File: src/hw/rtl/servo_sync_write_packet_framer_core_assert.svh
// Assertion macros shared by the sync-write framer RTL.
`ifndef SERVO_SYNC_WRITE_PACKET_FRAMER_CORE_ASSERT_SVH
`define SERVO_SYNC_WRITE_PACKET_FRAMER_CORE_ASSERT_SVH
`ifndef ASSERT_OFF
`define SVSF_ASSERT(lbl, prop, msg) \
   lbl: assert property (@(posedge clock) disable iff (reset) prop) else $error(msg);
`define SVSF_ASSERT_ALWAYS(lbl, prop, msg) \
   lbl: assert property (@(posedge clock) prop) else $error(msg);
`else
`define SVSF_ASSERT(lbl, prop, msg)
`define SVSF_ASSERT_ALWAYS(lbl, prop, msg)
`endif
`endif

File: src/hw/rtl/svsf_pkg.sv
// Package: constants, codes and controller/datapath types of the sync-write framer.
`timescale 1ns / 1ps
`default_nettype none
package svsf_pkg;
   localparam int MAX_SERVOS_DEFAULT = 16;
   localparam int CNT_W = 5;
   localparam int ADDR_W = 3;

   localparam logic [7:0] HDR_BYTE = 8'hFF;
   localparam logic [7:0] BCAST_ID = 8'hFE;
   localparam logic [7:0] SYNC_INSTR = 8'h83;
   localparam logic [7:0] WORD_LEN = 8'h02;
   localparam logic [7:0] LEN_BASE = 8'h04;
   localparam logic [7:0] REG_RESET = 8'd42;
   localparam logic [7:0] REG_INVALID = 8'hFF;

   localparam logic [ADDR_W-1:0] ADDR_TARGET_REG = 3'd0;

   localparam logic [2:0] STAT_OK = 3'd0;
   localparam logic [2:0] STAT_BAD_COUNT = 3'd1;
   localparam logic [2:0] STAT_BAD_REG = 3'd2;
   localparam logic [2:0] STAT_BAD_ID = 3'd3;
   localparam logic [2:0] STAT_DUP_ID = 3'd4;

   localparam logic [1:0] IDERR_NONE = 2'd0;
   localparam logic [1:0] IDERR_BAD = 2'd1;
   localparam logic [1:0] IDERR_DUP = 2'd2;

   localparam logic [3:0] SEL_HDR = 4'd0;
   localparam logic [3:0] SEL_BCAST = 4'd1;
   localparam logic [3:0] SEL_LEN = 4'd2;
   localparam logic [3:0] SEL_INSTR = 4'd3;
   localparam logic [3:0] SEL_REG = 4'd4;
   localparam logic [3:0] SEL_WLEN = 4'd5;
   localparam logic [3:0] SEL_ID = 4'd6;
   localparam logic [3:0] SEL_PLO = 4'd7;
   localparam logic [3:0] SEL_PHI = 4'd8;
   localparam logic [3:0] SEL_SUM = 4'd9;
   localparam logic [3:0] SEL_ERR = 4'd10;

   typedef struct packed {
      logic             accept;
      logic             emit;
      logic [3:0]       sel;
      logic             clear;
      logic [CNT_W-1:0] rd_idx;
   } cmd_type;

   typedef struct packed {
      logic [2:0]       code;
      logic [CNT_W-1:0] count;
      logic             out_free;
   } sts_type;
endpackage
`default_nettype wire

File: src/hw/rtl/svsf_req_if.sv
// Entry channel: bus id, position and last-entry flag with valid/ready.
`timescale 1ns / 1ps
`default_nettype none
interface svsf_req_if;
   logic        valid;
   logic        ready;
   logic [7:0]  bus_id;
   logic [15:0] position;
   logic        last_entry;

   modport source (output valid, output bus_id, output position, output last_entry,
                   input ready);
   modport sink (input valid, input bus_id, input position, input last_entry,
                 output ready);
endinterface
`default_nettype wire

File: src/hw/rtl/svsf_rsp_if.sv
// Result channel: frame byte, status and last-byte flag with valid/ready.
`timescale 1ns / 1ps
`default_nettype none
interface svsf_rsp_if;
   logic       valid;
   logic       ready;
   logic [7:0] out_byte;
   logic [2:0] status;
   logic       last_byte;

   modport source (output valid, output out_byte, output status, output last_byte,
                   input ready);
   modport sink (input valid, input out_byte, input status, input last_byte,
                 output ready);
endinterface
`default_nettype wire

File: src/hw/rtl/servo_sync_write_packet_framer_core.sv
// Top level: sync-write frame builder with APB register port.
`timescale 1ns / 1ps
`default_nettype none
// Collects (servo id, position) entries, one per cycle while idle, and on the entry
// flagged last emits the broadcast sync-write frame FF FF FE len 83 reg 02
// {id lo hi}xN cksum, one byte per transaction, or a single error transaction
// with out_byte 0 and last_byte set. Entries are refused while a set is checked
// or its frame is sent; the set check state lies between the last entry and the
// first byte, and bytes leave through a single output byte register. A new set
// may start while the final byte still waits on rsp_chan. No clearing pass is
// needed after reset. target_register sits at byte address 0 and resets to 42.
module servo_sync_write_packet_framer_core #(
   parameter int MAX_SERVOS = svsf_pkg::MAX_SERVOS_DEFAULT
) (
   input  wire logic                        clock,
   input  wire logic                        reset,
   svsf_req_if.sink                         req_chan,
   svsf_rsp_if.source                       rsp_chan,
   input  wire logic                        psel,
   input  wire logic                        penable,
   input  wire logic                        pwrite,
   input  wire logic [svsf_pkg::ADDR_W-1:0] paddr,
   input  wire logic [31:0]                 pwdata,
   output logic [31:0]                      prdata,
   output logic                             pready
);
   logic [7:0]        target_reg_ff;
   svsf_pkg::cmd_type cmd;
   svsf_pkg::sts_type sts;
   logic              csr_hit;

   assign pready = 1'b1;
   assign csr_hit = (paddr == svsf_pkg::ADDR_TARGET_REG);
   assign prdata = csr_hit ? {24'h000000, target_reg_ff} : 32'h00000000;

   always_ff @(posedge clock) begin
      if (reset) begin
         target_reg_ff <= svsf_pkg::REG_RESET;
      end else if (psel && penable && pwrite && pready && csr_hit) begin
         target_reg_ff <= pwdata[7:0];
      end
   end

   svsf_ctrl u_ctrl (
      .clock     (clock),
      .reset     (reset),
      .req_valid (req_chan.valid),
      .req_last  (req_chan.last_entry),
      .req_ready (req_chan.ready),
      .sts       (sts),
      .cmd       (cmd)
   );

   svsf_dp #(
      .MAX_SERVOS (MAX_SERVOS)
   ) u_dp (
      .clock         (clock),
      .reset         (reset),
      .req_bus_id    (req_chan.bus_id),
      .req_position  (req_chan.position),
      .target_reg    (target_reg_ff),
      .cmd           (cmd),
      .sts           (sts),
      .rsp_ready     (rsp_chan.ready),
      .rsp_valid     (rsp_chan.valid),
      .rsp_out_byte  (rsp_chan.out_byte),
      .rsp_status    (rsp_chan.status),
      .rsp_last_byte (rsp_chan.last_byte)
   );
endmodule
`default_nettype wire

File: src/hw/rtl/svsf_ctrl.sv
// Sequencer: entry acceptance, set check and frame byte ordering.
`timescale 1ns / 1ps
`default_nettype none
`include "servo_sync_write_packet_framer_core_assert.svh"
module svsf_ctrl (
   input  wire logic             clock,
   input  wire logic             reset,
   input  wire logic             req_valid,
   input  wire logic             req_last,
   output logic                  req_ready,
   input  wire svsf_pkg::sts_type sts,
   output svsf_pkg::cmd_type     cmd
);
   localparam logic [2:0] S_IDLE = 3'd0;
   localparam logic [2:0] S_CHK = 3'd1;
   localparam logic [2:0] S_ERR = 3'd2;
   localparam logic [2:0] S_HDR = 3'd3;
   localparam logic [2:0] S_BODY = 3'd4;
   localparam logic [2:0] S_SUM = 3'd5;
   localparam int CntW = svsf_pkg::CNT_W;

   logic [2:0]      state_ff, state_in;
   logic [2:0]      hcnt_ff, hcnt_in;
   logic [1:0]      fld_ff, fld_in;
   logic [CntW-1:0] idx_ff, idx_in;

   always_comb begin
      state_in = state_ff;
      hcnt_in = hcnt_ff;
      fld_in = fld_ff;
      idx_in = idx_ff;
      cmd = '0;
      case (state_ff)
         S_IDLE: begin
            cmd.accept = req_valid;
            if (req_valid && req_last) state_in = S_CHK;
         end
         S_CHK: begin
            if (sts.code != svsf_pkg::STAT_OK) begin
               state_in = S_ERR;
            end else begin
               state_in = S_HDR;
               hcnt_in = 3'd0;
               idx_in = '0;
            end
         end
         S_ERR: begin
            if (sts.out_free) begin
               cmd.emit = 1'b1;
               cmd.sel = svsf_pkg::SEL_ERR;
               cmd.clear = 1'b1;
               state_in = S_IDLE;
            end
         end
         S_HDR: begin
            if (sts.out_free) begin
               cmd.emit = 1'b1;
               case (hcnt_ff)
                  3'd0, 3'd1: cmd.sel = svsf_pkg::SEL_HDR;
                  3'd2: cmd.sel = svsf_pkg::SEL_BCAST;
                  3'd3: cmd.sel = svsf_pkg::SEL_LEN;
                  3'd4: cmd.sel = svsf_pkg::SEL_INSTR;
                  3'd5: cmd.sel = svsf_pkg::SEL_REG;
                  default: cmd.sel = svsf_pkg::SEL_WLEN;
               endcase
               if (hcnt_ff == 3'd6) begin
                  state_in = S_BODY;
                  fld_in = 2'd0;
               end else begin
                  hcnt_in = hcnt_ff + 3'd1;
               end
            end
         end
         S_BODY: begin
            if (sts.out_free) begin
               cmd.emit = 1'b1;
               case (fld_ff)
                  2'd0: cmd.sel = svsf_pkg::SEL_ID;
                  2'd1: cmd.sel = svsf_pkg::SEL_PLO;
                  default: cmd.sel = svsf_pkg::SEL_PHI;
               endcase
               if (fld_ff == 2'd2) begin
                  fld_in = 2'd0;
                  if (idx_ff + CntW'(1) == sts.count) begin
                     state_in = S_SUM;
                     idx_in = '0;
                  end else begin
                     idx_in = idx_ff + CntW'(1);
                  end
               end else begin
                  fld_in = fld_ff + 2'd1;
               end
            end
         end
         S_SUM: begin
            if (sts.out_free) begin
               cmd.emit = 1'b1;
               cmd.sel = svsf_pkg::SEL_SUM;
               cmd.clear = 1'b1;
               state_in = S_IDLE;
            end
         end
         default: state_in = S_IDLE;
      endcase
      cmd.rd_idx = idx_in;
   end

   assign req_ready = (state_ff == S_IDLE);

   always_ff @(posedge clock) begin
      if (reset) begin
         state_ff <= S_IDLE;
         hcnt_ff <= 3'd0;
         fld_ff <= 2'd0;
         idx_ff <= '0;
      end else begin
         state_ff <= state_in;
         hcnt_ff <= hcnt_in;
         fld_ff <= fld_in;
         idx_ff <= idx_in;
      end
   end

   `SVSF_ASSERT(a_emit_needs_slot, cmd.emit |-> sts.out_free, "byte issued to a busy output")
   `SVSF_ASSERT(a_chk_exit, (state_ff == S_CHK) |=> (state_ff == S_ERR || state_ff == S_HDR),
                "set check did not branch to error or header")
   `SVSF_ASSERT(a_body_idx, (state_ff == S_BODY) |-> (idx_ff < sts.count),
                "entry index past stored count")
   `SVSF_ASSERT(a_clear_last, cmd.clear |-> (cmd.emit && (cmd.sel == svsf_pkg::SEL_SUM ||
                cmd.sel == svsf_pkg::SEL_ERR)), "set cleared away from final byte")
endmodule
`default_nettype wire

File: src/hw/rtl/svsf_dp.sv
// Datapath: entry stores, id checks, byte mux, checksum and output register.
`timescale 1ns / 1ps
`default_nettype none
`include "servo_sync_write_packet_framer_core_assert.svh"
module svsf_dp #(
   parameter int MAX_SERVOS = svsf_pkg::MAX_SERVOS_DEFAULT
) (
   input  wire logic              clock,
   input  wire logic              reset,
   input  wire logic [7:0]        req_bus_id,
   input  wire logic [15:0]       req_position,
   input  wire logic [7:0]        target_reg,
   input  wire svsf_pkg::cmd_type cmd,
   output svsf_pkg::sts_type      sts,
   input  wire logic              rsp_ready,
   output logic                   rsp_valid,
   output logic [7:0]             rsp_out_byte,
   output logic [2:0]             rsp_status,
   output logic                   rsp_last_byte
);
   localparam int CntW = svsf_pkg::CNT_W;
   localparam int IdxW = (MAX_SERVOS > 1) ? $clog2(MAX_SERVOS) : 1;

   logic [7:0]      id_ff [MAX_SERVOS];
   logic [15:0]     pos_mem [MAX_SERVOS];
   logic [7:0]      rd_id_ff;
   logic [15:0]     rd_pos_ff;

   logic [CntW-1:0] count_ff, count_in;
   logic            ovf_ff, ovf_in;
   logic [1:0]      iderr_ff, iderr_in;
   logic [7:0]      sum_ff, sum_in;
   logic            rsp_valid_ff;
   logic [7:0]      byte_ff;
   logic [2:0]      stat_ff;
   logic            last_ff;

   logic            has_room;
   logic            id_bad;
   logic            id_dup;
   logic [7:0]      len_byte;
   logic [7:0]      byte_sel;
   logic [2:0]      code;

   assign has_room = count_ff < CntW'(MAX_SERVOS);
   assign id_bad = req_bus_id inside {8'h00, [svsf_pkg::BCAST_ID:8'hFF]};
   assign len_byte = svsf_pkg::LEN_BASE + {2'b00, count_ff, 1'b0} + {3'b000, count_ff};

   // while no id fault is pending, every stored id is valid and unique
   always_comb begin
      id_dup = 1'b0;
      for (int i = 0; i < MAX_SERVOS; i++) begin
         if ((CntW'(i) < count_ff) && (id_ff[i] == req_bus_id)) id_dup = 1'b1;
      end
   end

   always_comb begin
      if (ovf_ff) code = svsf_pkg::STAT_BAD_COUNT;
      else if (target_reg == svsf_pkg::REG_INVALID) code = svsf_pkg::STAT_BAD_REG;
      else if (iderr_ff == svsf_pkg::IDERR_BAD) code = svsf_pkg::STAT_BAD_ID;
      else if (iderr_ff == svsf_pkg::IDERR_DUP) code = svsf_pkg::STAT_DUP_ID;
      else code = svsf_pkg::STAT_OK;
   end

   assign sts.code = code;
   assign sts.count = count_ff;
   assign sts.out_free = !rsp_valid_ff || rsp_ready;

   always_comb begin
      count_in = count_ff;
      ovf_in = ovf_ff;
      iderr_in = iderr_ff;
      if (cmd.accept) begin
         if (has_room) begin
            count_in = count_ff + CntW'(1);
            if (iderr_ff == svsf_pkg::IDERR_NONE) begin
               if (id_bad) iderr_in = svsf_pkg::IDERR_BAD;
               else if (id_dup) iderr_in = svsf_pkg::IDERR_DUP;
            end
         end else begin
            ovf_in = 1'b1;
         end
      end
      if (cmd.clear) begin
         count_in = '0;
         ovf_in = 1'b0;
         iderr_in = svsf_pkg::IDERR_NONE;
      end
   end

   always_comb begin
      case (cmd.sel)
         svsf_pkg::SEL_HDR: byte_sel = svsf_pkg::HDR_BYTE;
         svsf_pkg::SEL_BCAST: byte_sel = svsf_pkg::BCAST_ID;
         svsf_pkg::SEL_LEN: byte_sel = len_byte;
         svsf_pkg::SEL_INSTR: byte_sel = svsf_pkg::SYNC_INSTR;
         svsf_pkg::SEL_REG: byte_sel = target_reg;
         svsf_pkg::SEL_WLEN: byte_sel = svsf_pkg::WORD_LEN;
         svsf_pkg::SEL_ID: byte_sel = rd_id_ff;
         svsf_pkg::SEL_PLO: byte_sel = rd_pos_ff[7:0];
         svsf_pkg::SEL_PHI: byte_sel = rd_pos_ff[15:8];
         svsf_pkg::SEL_SUM: byte_sel = ~sum_ff;
         default: byte_sel = 8'h00;
      endcase
   end

   always_comb begin
      sum_in = sum_ff;
      if (cmd.clear) begin
         sum_in = 8'h00;
      end else if (cmd.emit && !(cmd.sel inside {svsf_pkg::SEL_HDR, svsf_pkg::SEL_SUM,
                                                  svsf_pkg::SEL_ERR})) begin
         sum_in = sum_ff + byte_sel;
      end
   end

   always_ff @(posedge clock) begin
      if (cmd.accept && has_room) begin
         id_ff[count_ff[IdxW-1:0]] <= req_bus_id;
         pos_mem[count_ff[IdxW-1:0]] <= req_position;
      end
      rd_id_ff <= id_ff[cmd.rd_idx[IdxW-1:0]];
      rd_pos_ff <= pos_mem[cmd.rd_idx[IdxW-1:0]];
   end

   always_ff @(posedge clock) begin
      if (reset) begin
         count_ff <= '0;
         ovf_ff <= 1'b0;
         iderr_ff <= svsf_pkg::IDERR_NONE;
         sum_ff <= 8'h00;
         rsp_valid_ff <= 1'b0;
      end else begin
         count_ff <= count_in;
         ovf_ff <= ovf_in;
         iderr_ff <= iderr_in;
         sum_ff <= sum_in;
         if (cmd.emit) rsp_valid_ff <= 1'b1;
         else if (rsp_ready) rsp_valid_ff <= 1'b0;
      end
   end

   always_ff @(posedge clock) begin
      if (cmd.emit) begin
         byte_ff <= byte_sel;
         stat_ff <= (cmd.sel == svsf_pkg::SEL_ERR) ? code : svsf_pkg::STAT_OK;
         last_ff <= (cmd.sel == svsf_pkg::SEL_ERR) || (cmd.sel == svsf_pkg::SEL_SUM);
      end
   end

   assign rsp_valid = rsp_valid_ff;
   assign rsp_out_byte = byte_ff;
   assign rsp_status = stat_ff;
   assign rsp_last_byte = last_ff;

   `SVSF_ASSERT(a_count_max, count_ff <= CntW'(MAX_SERVOS), "entry count beyond capacity")
   `SVSF_ASSERT(a_ovf_full, ovf_ff |-> (count_ff == CntW'(MAX_SERVOS)),
                "overflow flagged with free store entries")
   `SVSF_ASSERT(a_clear_done, cmd.clear |=> (count_ff == '0 && !ovf_ff && iderr_ff == svsf_pkg::IDERR_NONE && sum_ff == 8'h00),
                "set state not cleared after final byte")
   `SVSF_ASSERT(a_err_is_last, (rsp_valid_ff && stat_ff != svsf_pkg::STAT_OK) |-> last_ff,
                "error transaction without last flag")
endmodule
`default_nettype wire

File: src/flat_wrapper.sv
// flat-port wrapper written by rule: the top's interface ports become plain ports
module servo_sync_write_packet_framer_core_flat 
#(
   parameter int MAX_SERVOS = svsf_pkg::MAX_SERVOS_DEFAULT
)
  (clock, reset, psel, penable, pwrite, paddr, pwdata, prdata, pready, req_chan_valid, req_chan_bus_id, req_chan_position, req_chan_last_entry, req_chan_ready, rsp_chan_valid, rsp_chan_out_byte, rsp_chan_status, rsp_chan_last_byte, rsp_chan_ready);
  svsf_req_if req_chan_i ();
  svsf_rsp_if rsp_chan_i ();
  input  wire logic clock;
  input  wire logic reset;
  input  wire logic psel;
  input  wire logic penable;
  input  wire logic pwrite;
  input  wire logic [svsf_pkg::ADDR_W-1:0] paddr;
  input  wire logic [31:0] pwdata;
  output logic [31:0] prdata;
  output logic pready;
  input wire logic [$bits(req_chan_i.valid)-1:0] req_chan_valid;
  input wire logic [$bits(req_chan_i.bus_id)-1:0] req_chan_bus_id;
  input wire logic [$bits(req_chan_i.position)-1:0] req_chan_position;
  input wire logic [$bits(req_chan_i.last_entry)-1:0] req_chan_last_entry;
  output wire logic [$bits(req_chan_i.ready)-1:0] req_chan_ready;
  output wire logic [$bits(rsp_chan_i.valid)-1:0] rsp_chan_valid;
  output wire logic [$bits(rsp_chan_i.out_byte)-1:0] rsp_chan_out_byte;
  output wire logic [$bits(rsp_chan_i.status)-1:0] rsp_chan_status;
  output wire logic [$bits(rsp_chan_i.last_byte)-1:0] rsp_chan_last_byte;
  input wire logic [$bits(rsp_chan_i.ready)-1:0] rsp_chan_ready;
  assign req_chan_i.valid = req_chan_valid;
  assign req_chan_i.bus_id = req_chan_bus_id;
  assign req_chan_i.position = req_chan_position;
  assign req_chan_i.last_entry = req_chan_last_entry;
  assign req_chan_ready = req_chan_i.ready;
  assign rsp_chan_valid = rsp_chan_i.valid;
  assign rsp_chan_out_byte = rsp_chan_i.out_byte;
  assign rsp_chan_status = rsp_chan_i.status;
  assign rsp_chan_last_byte = rsp_chan_i.last_byte;
  assign rsp_chan_i.ready = rsp_chan_ready;
  servo_sync_write_packet_framer_core #(.MAX_SERVOS(MAX_SERVOS)) u_core (.clock(clock), .reset(reset), .req_chan(req_chan_i), .rsp_chan(rsp_chan_i), .psel(psel), .penable(penable), .pwrite(pwrite), .paddr(paddr), .pwdata(pwdata), .prdata(prdata), .pready(pready));
endmodule
File: config.mk
export PLATFORM = sky130hd
export DESIGN_NAME = servo_sync_write_packet_framer_core_flat
export DESIGN_NICKNAME = d
export VERILOG_FILES = /design/src/hw/rtl/svsf_pkg.sv /design/src/hw/rtl/svsf_req_if.sv /design/src/hw/rtl/svsf_rsp_if.sv /design/src/hw/rtl/servo_sync_write_packet_framer_core.sv /design/src/hw/rtl/svsf_ctrl.sv /design/src/hw/rtl/svsf_dp.sv /design/src/flat_wrapper.sv
export VERILOG_INCLUDE_DIRS = /design/src /design/src/hw/rtl
export SDC_FILE = /design/constraint.sdc
export NUM_CORES = 1
export LEC_CHECK = 0
export BUFFER_PORTS_ARGS = -buffer_cell sky130_fd_sc_hd__clkbuf_2
export CAP_MARGIN = 20
export CORE_MARGIN = 2
export CORE_UTILIZATION = 45
export DETAILED_ROUTE_END_ITERATION = 8
export SYNTH_ARGS = -nofsm -noshare
export SYNTH_HDL_FRONTEND = slang
export SYNTH_HIERARCHICAL = 1
export SYNTH_SLANG_ARGS = --single-unit
File: constraint.sdc
create_clock -name clock -period 3.7 [get_ports clock]
set_input_delay 0.74 -clock clock [delete_from_list [all_inputs] [get_ports clock]]
set_output_delay 0.74 -clock clock [all_outputs]
set_load 0.01 [all_outputs]
==> reports/qor.csv <==
metric,value,unit
Post-Synthesis Mean Instance Area,16.4,µm²
Setup crit end kind,register,
Core Footprint,45400,µm²
kind of launch point of the worst setup path,register,
Power Internal,8.97,mW
worst-case hold slack,0.385,ns
share of cells above drive strength 1,0.298,
worst slew pin tran,0.880,ns
largest voltage drop on the vdd net,356,µV
switch share,0.223,
Top Family by Delay on Critical Path,simple AND/OR/NAND/NOR gates,
outcome,finished clean,
power density over the cells,478,nW/µm²
yosys synthesis warning count,6,
routed wire length,49.9,mm
post-layout minimum cycle time,3.49,ns
Slew Limit Fails,0,
clock tree from TritonCTS,built,
clock-pin slew on the worst setup and hold paths,0.06,ns
post-route non-filler standard cell count,2068,
"antenna viol nets, final",0,
horizontal die dimension,218,µm
part of the power in registers,0.502,
DRC Markers,0,
area growth from synthesis to final layout,16.7,%
initial antenna violation count,0,
count of max-cap constraint violations,0,
combinational cell fraction of total power,0.074,
final weighted congestion of routability-driven global placement,0.862,
"Net count, final",1532,
final-report setup violation count,0,
overall global routing resource usage,0.210,
worst setup skew after layout,0.0400,ns
area of the mapped netlist,20700,µm²
cell total after placement,1967,
worst-path cell chain,buf_4 > ha_1 > mux2i_1 > a21oi_2 > o21a_2 > buf_4 > nor3_2 > buf_4 > a21oi_1 > o221ai_2 > ha_1 > nand3_1 > o211ai_1 > nor4_1 > nor3_1 > xnor2_1 > or3_1 > a21oi_1,
starting density of the core,0.456,
Crit Path Class,reg -> reg,
I/O pin cnt,114,
pin count of the biggest net entering global routing,34,
clk sink count,458,
Tightest Hold Check Type,in -> reg,
cts bufs inserted,49,
RSZ-0062 raised after global routing,yes,
wire length of the first global-routing pass,73.1,mm
fill cell total of the finished layout,3676,
power share of the clock group,0.423,
critical path peak fanout,8,
largest buffer count on any clock path,3,
number of diodes added for antenna fixing,0,
vias per cell,5.61,
Slowest Stage Delay on Critical Path,0.31,ns
post-synthesis cell count,1260,
cts hold-fix bufs,0,
total negative slack,0,ns
die area,47700,µm²
port buffer count,64,
vias in the first global route,11485,
wire length per cell after detailed routing,24.1,µm
Static Leak,8.00,nW
critical path arrival,4.03,ns
Vias,11604,
CTS H-Tree Depth,2,
count of final hold-check violations,0,
root buffer cell,sky130_fd_sc_hd__clkbuf_16,
clock latency on the worst-skew pair,0.61,ns
switching pwr,2.57,mW
HPWL after detailed placement,31.2,mm
die height,218,µm
"Slowest-stage cell, CP",sky130_fd_sc_hd__dfxtp_1,
achievable clock frequency,0.286,GHz
number of placement rows,78,
portion of the clock cycle consumed by the worst path in the final layout,0.945,
number of buffers and inverters on the critical path,3,
number of violations reported at the end of detailed-routing iteration 0,986,
Critical Path Most Common Cell,sky130_fd_sc_hd__buf_4,
Max transition margin,0.413,
number of detailed-route iterations in the first pass,5,
required time of the critical path,4.23,ns
total grt overflow,0,
-- sequential cells by signal (all words and copies together), names as in the netlist, 5 cells and up --
signal / flops
u_core/u_dp/pos_mem: 256
u_core/u_dp/id_ff: 128
u_core/u_dp/rd_pos_ff: 16
u_core/target_reg_ff: 8
u_core/u_dp/rd_id_ff: 8
u_core/u_dp/rsp_out_byte: 8
u_core/u_dp/sum_ff: 8
u_core/u_ctrl/idx_ff: 5
u_core/u_dp/count_ff: 5
-- stage by stage --
| step | power (mW) | cell area (µm²) | util | setup WS [ns] |
|---|---|---|---|---|
| 4_1_cts | 11.6 | 23900 | 0.526 | 0.0106 |
| 3_5_place_dp | 6.72 | 22300 | 0.491 | -0.334 |
| 6_report | 11.5 | 24100 | 0.532 | 0.205 |
| 2_1_floorplan | 6.37 | 20800 | - | -0.00670 |
| 3_3_place_gp | 6.71 | 22300 | 0.491 | -0.311 |
| 5_1_grt | 11.9 | 24100 | 0.532 | -0.0611 |
-- power groups by stage --
stage / clock [mW] / sequential (mW) / combinational (mW)
floorplan: 0 / 5.88 / 0.489
global placement: 0 / 5.90 / 0.811
detailed placement: 0 / 5.90 / 0.818
CTS: 5.00 / 5.80 / 0.822
global route: 5.20 / 5.80 / 0.933
finish: 4.89 / 5.80 / 0.856
-- metal layers --
layer	part of all wire	vias up	wire, µm	GRT usage
li1	-	5202	-	-
met2	0.48	326	24000	0.339
met1	0.43	5998	21600	0.285
met5	0	-	0	0
met4	0.029	0	1440	0.0717
met3	0.056	78	2800	0.0423
-- cells in the final DEF, fill, tap and decap left out, types with 7 or more instances in the layout --
cell type                     n
sky130_fd_sc_hd__xnor2_1     79
sky130_fd_sc_hd__a211oi_1     8
sky130_fd_sc_hd__nand3_1     14
sky130_fd_sc_hd__buf_4      112
sky130_fd_sc_hd__a31oi_1      7
sky130_fd_sc_hd__nand4_1     20
sky130_fd_sc_hd__inv_1       18
sky130_fd_sc_hd__conb_1      25
sky130_fd_sc_hd__and2_2       8
sky130_fd_sc_hd__clkbuf_16   49
sky130_fd_sc_hd__nor3_1      18
sky130_fd_sc_hd__a21oi_1     42
sky130_fd_sc_hd__nor2_1      52
sky130_fd_sc_hd__ha_1        24
sky130_fd_sc_hd__dfxtp_1     58
sky130_fd_sc_hd__ha_4         7
sky130_fd_sc_hd__nand2b_1    20
sky130_fd_sc_hd__nand2_1     23
sky130_fd_sc_hd__o21ai_0      7
sky130_fd_sc_hd__clkinv_1    11
sky130_fd_sc_hd__mux4_2     120
sky130_fd_sc_hd__edfxtp_1   396
sky130_fd_sc_hd__nor2b_1     15
sky130_fd_sc_hd__clkbuf_2    64
sky130_fd_sc_hd__nor4_1      19
sky130_fd_sc_hd__mux2i_1     21
sky130_fd_sc_hd__and3_1      18
sky130_fd_sc_hd__xor2_1      66
sky130_fd_sc_hd__buf_12      12
sky130_fd_sc_hd__clkbuf_1    12
-- worst paths after layout --
path                                 start                 endpoint  slack (ns)  depth (start not counted)
setup reg to reg  u_core/u_ctrl/hcnt_ff[0]    u_core/u_dp/sum_ff[7]        0.21                         18
hold reg to reg      u_core/u_dp/sum_ff[7]    u_core/u_dp/sum_ff[7]        0.50                          2
setup / recovery  u_core/u_ctrl/hcnt_ff[0]    u_core/u_dp/sum_ff[7]        0.21                         18
hold / removal                   pwdata[4]  u_core/target_reg_ff[4]        0.39                          3
-- what timing repair did --
item                                    4_1_cts  5_1_grt
resized for setup                             0       40
endpoints found under the setup margin        0        3
buffers inserted                              0       11
-- cell type report --
type                    count  area [µm²]  share of cell area
well taps                 600         751              0.0311
inverters                  23        92.6             0.00384
multi-input cells         709        7140               0.296
flip-flops and latches    458       13100               0.544
clock inverters            28         329              0.0136
repair buffers            189        1410              0.0585
clock buffers              61        1270              0.0527
-- worst min-delay path: stages --
cell                       delay [ns]
sky130_fd_sc_hd__clkbuf_2        0.08
sky130_fd_sc_hd__nand2b_1        0.06
sky130_fd_sc_hd__mux2i_1         0.06
Note: power is estimated with default switching activity, not from simulation.
